===== src/mfpc_pkg.sv =====
package mfpc_pkg;

  localparam int POS_W         = 10;
  localparam int TOUCH_W       = 16;
  localparam int TOL_W         = 9;
  localparam int CFG_W         = 16;
  localparam int CFG_IDX_W     = 2;
  localparam int POS_MAX       = 1023;
  localparam int DEFAULT_WINDOW = 16;
  localparam int QUEUE_DEPTH   = 4;

  // Register indexes on the configuration port
  localparam logic [CFG_IDX_W-1:0] REG_TOUCH_BASELINE = 2'd0;
  localparam logic [CFG_IDX_W-1:0] REG_TOUCH_MARGIN   = 2'd1;
  localparam logic [CFG_IDX_W-1:0] REG_SNAP_TOLERANCE = 2'd2;
  localparam logic [CFG_IDX_W-1:0] REG_MOTOR_DEADBAND = 2'd3;

  // Register reset values
  localparam logic [TOUCH_W-1:0] RST_TOUCH_BASELINE = 16'd0;
  localparam logic [TOUCH_W-1:0] RST_TOUCH_MARGIN   = 16'd300;
  localparam logic [TOL_W-1:0]   RST_SNAP_TOLERANCE = 9'd8;
  localparam logic [POS_W-1:0]   RST_MOTOR_DEADBAND = 10'd50;

  typedef enum logic [1:0] {
    CMD_STOP = 2'd0,
    CMD_UP   = 2'd1,
    CMD_DOWN = 2'd2
  } motor_cmd_t;

  typedef struct packed {
    logic [TOUCH_W-1:0] touch_baseline;
    logic [TOUCH_W-1:0] touch_margin;
    logic [TOL_W-1:0]   snap_tolerance;
    logic [POS_W-1:0]   motor_deadband;
  } cfg_t;

endpackage


===== src/mfpc_queue.sv =====
module mfpc_queue #(
  parameter int WIDTH = 16
) (
  input  logic             clk,
  input  logic             rst,
  input  logic             push,
  input  logic [WIDTH-1:0] push_data,
  output logic             full,
  input  logic             pop,
  output logic             not_empty,
  output logic [WIDTH-1:0] head
);
  import mfpc_pkg::*;

  localparam int PW = $clog2(QUEUE_DEPTH);

  logic [WIDTH-1:0] slots [QUEUE_DEPTH];
  logic [PW-1:0]    wptr;
  logic [PW-1:0]    rptr;
  logic [PW:0]      count;

  assign full      = (count == (PW+1)'(QUEUE_DEPTH));
  assign not_empty = (count != '0);
  assign head      = slots[rptr];

  // Store pushed beats
  always_ff @(posedge clk) begin
    if (push) begin
      slots[wptr] <= push_data;
    end
  end

  // Advance pointers and fill count
  always_ff @(posedge clk) begin
    if (rst) begin
      wptr  <= '0;
      rptr  <= '0;
      count <= '0;
    end else begin
      if (push) begin
        wptr <= wptr + 1'b1;
      end
      if (pop) begin
        rptr <= rptr + 1'b1;
      end
      if (push && !pop) begin
        count <= count + 1'b1;
      end else if (pop && !push) begin
        count <= count - 1'b1;
      end
    end
  end

endmodule


===== src/mfpc_front.sv =====
module mfpc_front #(
  parameter int WINDOW = mfpc_pkg::DEFAULT_WINDOW,
  parameter int SW     = 14
) (
  input  logic                         clk,
  input  logic                         rst,
  input  logic                         accept,
  input  logic [mfpc_pkg::POS_W-1:0]   sample,
  input  logic [mfpc_pkg::TOUCH_W-1:0] touch_reading,
  input  mfpc_pkg::cfg_t               cfg,
  output logic [SW-1:0]                sum_next,
  output logic                         touched
);
  import mfpc_pkg::*;

  // Sample window as a delay line: tap 0 newest, last tap oldest
  logic [POS_W-1:0] window_line [WINDOW];
  logic [SW-1:0]    sample_sum;

  logic [TOUCH_W:0] touch_limit;

  // Running sum after this sample replaces the oldest one
  assign sum_next = sample_sum - SW'(window_line[WINDOW-1]) + SW'(sample);

  // Touch is a reading above baseline plus margin, compared without wrap
  assign touch_limit = {1'b0, cfg.touch_baseline} + {1'b0, cfg.touch_margin};
  assign touched     = ({1'b0, touch_reading} > touch_limit);

  // Shift the window and hold the sum
  always_ff @(posedge clk) begin
    if (rst) begin
      sample_sum <= '0;
      for (int i = 0; i < WINDOW; i++) begin
        window_line[i] <= '0;
      end
    end else if (accept) begin
      sample_sum     <= sum_next;
      window_line[0] <= sample;
      for (int i = 1; i < WINDOW; i++) begin
        window_line[i] <= window_line[i-1];
      end
    end
  end

endmodule


===== src/mfpc_back.sv =====
module mfpc_back #(
  parameter int WINDOW = mfpc_pkg::DEFAULT_WINDOW,
  parameter int SW     = 14
) (
  input  logic                       clk,
  input  logic                       rst,
  input  mfpc_pkg::cfg_t             cfg,
  input  logic                       q_valid,
  input  logic [SW-1:0]              q_sum,
  input  logic                       q_touched,
  output logic                       q_pop,
  output logic                       out_valid,
  input  logic                       out_ready,
  output logic [mfpc_pkg::POS_W-1:0] position,
  output logic                       touched,
  output logic                       human_moved,
  output mfpc_pkg::motor_cmd_t       motor_command
);
  import mfpc_pkg::*;

  // Divide by WINDOW as multiply by a rounded-up reciprocal, exact for all sums
  localparam int L    = $clog2(WINDOW);
  localparam int K    = SW + L;
  localparam int RW   = K + 1;
  localparam logic [RW-1:0] RECIP = RW'(((64'd1 << K) + 64'(WINDOW) - 64'd1) / 64'(WINDOW));

  logic [SW+RW-1:0] product;
  logic [POS_W-1:0] avg_in;

  logic             a_valid;
  logic [POS_W-1:0] a_avg;
  logic             a_touched;

  logic             out_adv;
  logic             a_load;

  logic [POS_W-1:0] last_position;
  logic [POS_W-1:0] target_position;

  logic [POS_W:0]   avg_w;
  logic [POS_W:0]   tol_w;
  logic             near_low;
  logic             near_high;
  logic [POS_W-1:0] last_dist;
  logic [POS_W-1:0] pos_new;
  logic             human_new;
  logic [POS_W-1:0] target_new;
  logic [POS_W-1:0] target_dist;
  motor_cmd_t       cmd_new;

  assign product = q_sum * RECIP;
  assign avg_in  = product[K +: POS_W];

  assign out_adv = !out_valid || out_ready;
  assign a_load  = q_valid && (!a_valid || out_adv);
  assign q_pop   = a_load;

  // Snap to ends, hold near last position, then decide the motor command
  always_comb begin
    avg_w     = {1'b0, a_avg};
    tol_w     = {2'b00, cfg.snap_tolerance};
    near_low  = (avg_w < tol_w);
    near_high = ((avg_w + tol_w) > (POS_W+1)'(POS_MAX));
    last_dist = (a_avg >= last_position) ? (a_avg - last_position)
                                         : (last_position - a_avg);
    if (near_low) begin
      pos_new = '0;
    end else if (near_high) begin
      pos_new = POS_W'(POS_MAX);
    end else if (last_dist <= {1'b0, cfg.snap_tolerance}) begin
      pos_new = last_position;
    end else begin
      pos_new = a_avg;
    end
    human_new   = a_touched && (pos_new != last_position);
    target_new  = human_new ? pos_new : target_position;
    target_dist = (target_new >= pos_new) ? (target_new - pos_new)
                                          : (pos_new - target_new);
    if (human_new || (target_dist <= cfg.motor_deadband)) begin
      cmd_new = CMD_STOP;
    end else if (pos_new > target_new) begin
      cmd_new = CMD_DOWN;
    end else begin
      cmd_new = CMD_UP;
    end
  end

  // Average stage payload
  always_ff @(posedge clk) begin
    if (a_load) begin
      a_avg     <= avg_in;
      a_touched <= q_touched;
    end
  end

  // Result register payload
  always_ff @(posedge clk) begin
    if (out_adv && a_valid) begin
      position      <= pos_new;
      touched       <= a_touched;
      human_moved   <= human_new;
      motor_command <= cmd_new;
    end
  end

  // Stage valids and position state
  always_ff @(posedge clk) begin
    if (rst) begin
      a_valid         <= 1'b0;
      out_valid       <= 1'b0;
      last_position   <= '0;
      target_position <= '0;
    end else begin
      a_valid <= a_load || (a_valid && !out_adv);
      if (out_adv) begin
        out_valid <= a_valid;
      end
      if (out_adv && a_valid) begin
        last_position   <= pos_new;
        target_position <= target_new;
      end
    end
  end

endmodule


===== src/motor_fader_position_control.sv =====
// An accepted input beat passes through the queue, the average stage and the result register.
// Throughput: one beat per cycle unless stalled; a running window sum keeps each step short.
// A 4-entry queue between the sum front end and the filter/motor back end absorbs stalls.
// Reset (rst, synchronous) clears the sample window, sum, last and target positions,
// the queue and the pipeline, and loads the register defaults.
module motor_fader_position_control #(
  parameter int WINDOW = mfpc_pkg::DEFAULT_WINDOW
) (
  input  logic                           clk,
  input  logic                           rst,
  input  logic                           s_tvalid,
  output logic                           s_tready,
  input  logic [31:0]                    s_tdata,   // position_sample[9:0], touch_reading[25:10]
  output logic                           m_tvalid,
  input  logic                           m_tready,
  output logic [15:0]                    m_tdata,   // position[9:0], touched[10],
                                                    // human_moved[11], motor_command[13:12]
  input  logic                           cfg_we,
  input  logic [mfpc_pkg::CFG_IDX_W-1:0] cfg_index,
  input  logic [mfpc_pkg::CFG_W-1:0]     cfg_data
);
  import mfpc_pkg::*;

  localparam int SW = $clog2(WINDOW * POS_MAX + 1);
  localparam int QW = SW + 1;

  cfg_t             cfg;
  logic             accept;
  logic [SW-1:0]    sum_next;
  logic             touch_hit;
  logic             q_full;
  logic             q_valid;
  logic             q_pop;
  logic [QW-1:0]    q_head;
  logic [POS_W-1:0] position;
  logic             touched;
  logic             human_moved;
  motor_cmd_t       motor_command;

  assign s_tready = !q_full;
  assign accept   = s_tvalid && s_tready;
  assign m_tdata  = {2'b00, motor_command, human_moved, touched, position};

  // Configuration registers
  always_ff @(posedge clk) begin
    if (rst) begin
      cfg.touch_baseline <= RST_TOUCH_BASELINE;
      cfg.touch_margin   <= RST_TOUCH_MARGIN;
      cfg.snap_tolerance <= RST_SNAP_TOLERANCE;
      cfg.motor_deadband <= RST_MOTOR_DEADBAND;
    end else if (cfg_we) begin
      unique case (cfg_index)
        REG_TOUCH_BASELINE: cfg.touch_baseline <= cfg_data;
        REG_TOUCH_MARGIN:   cfg.touch_margin   <= cfg_data;
        REG_SNAP_TOLERANCE: cfg.snap_tolerance <= cfg_data[TOL_W-1:0];
        REG_MOTOR_DEADBAND: cfg.motor_deadband <= cfg_data[POS_W-1:0];
        default: ;
      endcase
    end
  end

  mfpc_front #(
    .WINDOW (WINDOW),
    .SW     (SW)
  ) u_front (
    .clk           (clk),
    .rst           (rst),
    .accept        (accept),
    .sample        (s_tdata[POS_W-1:0]),
    .touch_reading (s_tdata[POS_W +: TOUCH_W]),
    .cfg           (cfg),
    .sum_next      (sum_next),
    .touched       (touch_hit)
  );

  mfpc_queue #(
    .WIDTH (QW)
  ) u_queue (
    .clk       (clk),
    .rst       (rst),
    .push      (accept),
    .push_data ({touch_hit, sum_next}),
    .full      (q_full),
    .pop       (q_pop),
    .not_empty (q_valid),
    .head      (q_head)
  );

  mfpc_back #(
    .WINDOW (WINDOW),
    .SW     (SW)
  ) u_back (
    .clk           (clk),
    .rst           (rst),
    .cfg           (cfg),
    .q_valid       (q_valid),
    .q_sum         (q_head[SW-1:0]),
    .q_touched     (q_head[SW]),
    .q_pop         (q_pop),
    .out_valid     (m_tvalid),
    .out_ready     (m_tready),
    .position      (position),
    .touched       (touched),
    .human_moved   (human_moved),
    .motor_command (motor_command)
  );

endmodule


===== config.mk =====
export PLATFORM = sky130hd
export DESIGN_NAME = motor_fader_position_control
export DESIGN_NICKNAME = d
export VERILOG_FILES = /design/src/mfpc_pkg.sv /design/src/mfpc_queue.sv /design/src/mfpc_front.sv /design/src/mfpc_back.sv /design/src/motor_fader_position_control.sv
export SDC_FILE = /design/constraint.sdc
export NUM_CORES = 1
export LEC_CHECK = 0
export BUFFER_PORTS_ARGS = -buffer_cell sky130_fd_sc_hd__buf_2
export CAP_MARGIN = 20
export CORE_MARGIN = 5
export CORE_UTILIZATION = 35
export DETAILED_ROUTE_END_ITERATION = 8
export SYNTH_ARGS = -nofsm -noshare
export SYNTH_HDL_FRONTEND = slang
export SYNTH_SLANG_ARGS = --single-unit
export TNS_END_PERCENT = 100

===== constraint.sdc =====
create_clock -name clk -period 8.6 [get_ports clk]
set_input_delay 1.29 -clock clk [delete_from_list [all_inputs] [get_ports clk]]
set_output_delay 1.29 -clock clk [all_outputs]
set_load 0.02 [all_outputs]

* Word level (Yosys, flattened, before mapping)
Memory sizes are Yosys's and may differ from the RTL's. A register that Yosys moved wholly into a read port is not among the register bits.
Cells that the tools add are included.
** Word-level totals
- Flip-flop bits (word level) :: 108
- Latch bits :: 0
- Bits in writable memories :: 220
- Memory bits (read-only) :: 0
- Bits of input ports :: 55
- Output and inout bits :: 18
- Logic and storage cells :: 114
- Memories kept :: 2
** Operators by class
- $add $sub $neg :: 12
- Multiply operators :: 0
- Divide/modulo/power cells :: 0
- Magnitude comparators :: 8
- Equal/unequal tests :: 5
- Shifts and indexed selects :: 0
- Multiplexer cells :: 31
- Bitwise operators :: 16
- Reductions and logical operators :: 24
** Memory list
- u_front.window_line :: words 16, bits a word 10, read ports 16, clocked after Yosys merged registers in 0, write ports 16, line mfpc_front.sv:17 : logic [POS_W-1:0] window_line [WINDOW];
- u_queue.slots :: words 4, bits a word 15, read ports 1, clocked after Yosys merged registers in 1, write ports 1, line mfpc_queue.sv:17 : logic [WIDTH-1:0] slots [QUEUE_DEPTH];
** Operators with widths (count)
- 10-bit two-way mux :: 22
- 10-bit subtractor :: 4
- 10-bit greater-or-equal comparator :: 2
- 16-bit by 16-bit adder with 17-bit output :: 1
- 16-bit by 17-bit > comparator with 1-bit output :: 1
- 1-bit OR :: 16
- 14-bit by 10-bit adder with 14-bit output :: 1
- 14-bit by 10-bit subtractor with 14-bit output :: 1
- 10-bit by 9-bit adder with 11-bit output :: 1
- 11-bit by 10-bit > comparator with 1-bit output (second input constant) :: 1
- 10-bit > comparator :: 1
- 10-bit <= comparator :: 1
- 10-bit by 9-bit <= comparator with 1-bit output :: 1
- 10-bit by 9-bit less-than comparator with 1-bit output :: 1
- 10-bit != test :: 1
- 2-bit AND reduction :: 4
- 1-bit logical AND :: 7
- 1-bit logical NOT :: 6
- 1-bit two-way mux :: 6
- 3-bit two-way mux :: 2
- 2-bit by 1-bit adder with 2-bit output (second input constant) :: 2
- 2-bit == test (second input constant) :: 2
- 1-bit logical OR :: 4
- 3-bit by 1-bit adder with 3-bit output (second input constant) :: 1
- 7 further kinds :: 7

* Longest topological paths before layout
- Depth after elaboration :: 13
- Gate-level depth with buffers :: 44
- Depth with buffers taken out :: 42

* Hierarchy
From an unflattened synthesis, not the netlist that was laid out.
** Second synthesis, totals
- Cell total of the unflattened synthesis :: 1514
- Area total of the unflattened synthesis :: 17999.8 µm²
** Modules (own cells, without submodules)
- mfpc_front :: instances 1, cells each 654, area each 8360.5 µm², seq. area each 5084.9 µm²
- mfpc_back :: instances 1, cells each 535, area each 4895.9 µm², seq. area each 1191.1 µm²
- mfpc_queue :: instances 1, cells each 122, area each 2625.0 µm², seq. area each 1981.9 µm²
- motor_fader_position_control :: instances 1, cells each 203, area each 2118.3 µm², seq. area each 1021.0 µm²

* Worst setup path before layout
Ideal clock, no wire load.
- Kind :: reg2reg
- From :: register u_back.a_avg[0] (read register of u_queue.slots)
- To :: register u_back.motor_command[0] (data pin)
- Library setup time :: 0.260 ns
- Data arrival time :: 7.851 ns
- Data required time :: 8.340 ns
- Slack :: 0.489 ns
- Stages on the path, launching flop included :: 44
- Path buffers :: 2
- Clock period less this slack :: 8.111 ns
- Cell sequence :: edfxtp_1 -> inv_1 -> ha_1 -> inv_1 -> fa_1 -> a211oi_1 -> o311a_1 -> o21ai_1 -> a21oi_1 -> buf_2 -> mux2_2 -> or3_1 -> mux2_2 -> and4_1 -> ha_1 -> nand2_1 -> nor3_1 -> o21bai_1 -> [8 not listed] -> fa_1 -> nor2b_1 -> o21ai_0 -> a21boi_0 -> o21ai_0 -> nand2_1 -> a31oi_2 -> mux2i_1 -> xor2_1 -> ha_1 -> o21a_1 -> o21a_1 -> o21a_1 -> o21a_1 -> o21ai_0 -> a21oi_1 -> o211ai_1 -> nor2b_1
** On the way
- Longest elaborated chain between the ends :: 13
- Elaborated cells between the ends (all ways) :: 22
- Those cells by class :: 5 x add/sub; 7 x order compare; 1 x eq/ne; 7 x mux; 2 x reduce/logical
** RTL lines
- from (decl) :: line mfpc_back.sv:31 : logic [POS_W-1:0] a_avg;
- 10-bit subtractor (tied with other cells) :: line mfpc_back.sv:65 : : (last_position - a_avg);
- 10-bit two-way mux :: line mfpc_back.sv:64 : last_dist = (a_avg >= last_position) ? (a_avg - last_position)
- 10-bit by 9-bit <= comparator with 1-bit output :: line mfpc_back.sv:70 : end else if (last_dist <= {1'b0, cfg.snap_tolerance}) begin
- 10-bit two-way mux :: line mfpc_back.sv:70
- 10-bit two-way mux :: line mfpc_back.sv:68 : end else if (near_high) begin
- 10-bit two-way mux (*) :: line mfpc_back.sv:66 : if (near_low) begin
- named net u_back.pos_new[0] :: line mfpc_back.sv:45 : logic [POS_W-1:0] pos_new;
- 10-bit != test :: line mfpc_back.sv:75 : human_new = a_touched && (pos_new != last_position);
- 1-bit logical AND :: line mfpc_back.sv:75
- 10-bit two-way mux :: line mfpc_back.sv:76 : target_new = human_new ? pos_new : target_position;
- 10-bit subtractor (tied with other cells) :: line mfpc_back.sv:78 : : (pos_new - target_new);
- 10-bit two-way mux :: line mfpc_back.sv:77 : target_dist = (target_new >= pos_new) ? (target_new - pos_new)
- 10-bit <= comparator :: line mfpc_back.sv:79 : if (human_new || (target_dist <= cfg.motor_deadband)) begin
- 1-bit logical OR :: line mfpc_back.sv:79
- to (signal assigned) :: line mfpc_back.sv:102 : motor_command <= cmd_new;
- to (decl) :: line mfpc_back.sv:17 : output mfpc_pkg::motor_cmd_t motor_command
The timed path passes the listed nets; every way through them passes the cells marked *.
A chain may end at the register's enable or synchronous reset.

* Final worst setup path
Ends and elaborated chain as after synthesis.

==> flow_metrics.tcl <==
set metrics [dict create \
    status "completed" \
    grt_pass1_vias 11304 \
    yosys_warnings 0 \
    antenna_left 0 \
    crit_top_cell "o21ai_1" \
    drt_iter0_drc 565 \
    crit_type "reg2reg" \
    cp-start-kind "register" \
    async_flop_share 0 \
    fin_cells 2265 \
    layout_setup_ws_ns 0.469 \
    clkTransAtPathRegs_ns 0.06 \
    synth.area.top_cells "edfxtp_1 41%, dfxtp_1 11%, ha_1 9.4%" \
    pre_cts_slack_ns -0.200 \
    post_drt_via_cell_ratio 4.94 \
    syn_area_sq_um 16700 \
    finalCriticalPeriod_ns 8.13 \
    drc_errors 0 \
    reg2regPathDepth 43 \
    fin_crit_sh 0.945 \
    place_inst 2192 \
    wl_per_cell_um 15.5 \
    grt_max_degree 94 \
    hold_violations 0 \
    grt_use_total 0.133 \
    dr.pass1.iters 7 \
    cp-end-kind "register" \
    timing.reg2reg.setup_slack_ns 0.47 \
    port_buffers 64 \
    hold_depth 2 \
    layout_common_cells "229 x edfxtp_1, 159 x nand2_1, 124 x ha_1" \
    yosysTopAreaCell "edfxtp_1" \
    crit_start "u_back.a_avg[0]" \
    ys_types 75 \
    r2r-start "u_back.a_avg[0]" \
    htree_levels 2 \
    tritoncts "built" \
    grt_first_pass_wirelength_um 57700 \
    die_area_sq_um 52200 \
    tightest_slew_ns 0.951 \
    hp-start "u_front.sample_sum[7]" \
    critPathSlowestCell "edfxtp_1" \
    arrival_ns 8.43 \
    synth_seq_cells 323 \
    num_vias 11197 \
    cts_num_sinks 323 \
    clk_path_buf_depth 3 \
    hp-class "reg2reg" \
    row_count 80 \
    crit_fanout 8 \
    nets 1820 \
    start_util 0.352 \
    maxSlewViolCount 0 \
    avgSynthCellArea_sq_um 11.0 \
    max_freq_mhz 123 \
    required_ns 8.90 \
    max_stage_delay_ns 0.43 \
    n_antenna_cell 0 \
    antenna_found_initial 0 \
    cap_viol_max_count 0 \
    synth_edf_count 229 \
    gp_congestion 0.825 \
    ys.flop_type "edfxtp_1" \
    wirelength_um 35200 \
    syn_inst 1523 \
    numCtsBuffers 37 \
    areaGrowthSynthToFinish_pct 15.6 \
    finalSetupViolCount 0 \
    netlist.area_leader.share 0.412 \
    post-dp-hpwl_um 23900 \
    gr-total-overflow 0 \
    io_pins 73 \
    layout-drive-gt1-share 0.136 \
    fp.dieH_um 228 \
    final_common_cell "edfxtp_1" \
    hold_ws_ns 0.456 \
    cts_root_buffer "clkbuf_16" \
    slew_headroom 0.366 \
    coreArea_sq_um 47400 \
    clock_latency_ns 0.55 \
    skew_ns 0.0279 \
    yosysSeqAreaShare 0.524 \
    die_w_um 228 \
]
-- logic make-up after synthesis --
kind of cell	Yosys count	share of synthesized area
fa+ha+maj	143	0.115
simple gates	508	0.157
other cells	1	0.000225
flops	323	0.524
buf+inv	181	0.0428
compound gates	300	0.114
xor+xnor	40	0.0210
mux	27	0.0249
-- synthesized netlist by cell type (23+ instances only) --
| master | n |
|---|---|
| a21o_1 | 28 |
| a21oi_1 | 99 |
| and2_1 | 99 |
| clkbuf_1 | 42 |
| dfxtp_1 | 94 |
| edfxtp_1 | 229 |
| ha_1 | 126 |
| inv_1 | 118 |
| nand2_1 | 159 |
| nor2_1 | 49 |
| nor2b_1 | 73 |
| nor3_1 | 23 |
| o21ai_0 | 55 |
| xnor2_1 | 28 |
-- flip-flops by register name, indices dropped and copies added, names as in the netlist, 2 cells and up --
signal	count
u_front.window_line	160
cfg	51
u_queue.slots	44
u_front.sample_sum	14
u_back.a_avg	10
u_back.last_position	10
u_back.position	10
u_back.target_position	10
u_queue.count	3
u_back.motor_command	2
u_queue.rptr	2
u_queue.wptr	2
-- worst max-delay path: cells and delay by family, from the launching register on --
kind                     cells  cell delay [ns]
AO/OA/AOI/OAI               22             3.76
XOR/XNOR                     2             0.38
adder cells (fa/ha/maj)      6             1.52
buffers and inverters        7             0.93
flip-flops                   1             0.43
multiplexers                 2             0.57
AND/OR/NAND/NOR              4             0.30
-- final timing paths --
path                                                 to
worst min-delay path              u_front.sample_sum[7]
worst max-delay path            u_back.motor_command[0]
worst max register to register  u_back.motor_command[0]
worst min register to register    u_front.sample_sum[7]
-- layout make-up --
cell class	instances	area (sq um)
timing repair buffer	120	778
clock buffer	51	1030
tap	615	769
clock inverter	16	186
inverter	120	455
sequential	323	8760
multi-input combinational	1020	7330
fill	4584	28100
-- metrics by stage --
step | utilization | cell area [sq um] | TNS, ns
floorplan | - | 16700 | 0
global placement | 0.378 | 17900 | -0.00279
detailed placement | 0.378 | 17900 | -0.391
CTS | 0.404 | 19200 | 0
global route | 0.407 | 19300 | -0.0840
finish | 0.407 | 19300 | 0
-- metal layers --
metal / vias to the layer above / GRT usage / share of wire
li1: 5567 / - / -
met1: 5370 / 0.170 / 0.45
met2: 191 / 0.228 / 0.48
met3: 69 / 0.0232 / 0.036
met4: 0 / 0.0492 / 0.032
met5: - / 0 / 0
-- repair_timing --
item / CTS / global route
pin swaps: 0 / 15
buffers inserted: 0 / 5
gates resized for setup: 4 / 24
hold buffers: 0 / 0
endpoints found under the setup margin: 2 / 2
Power is left out: the tool's default activity adds up to more than one toggle a clock period on the data nets, which glitch-free logic cannot reach.
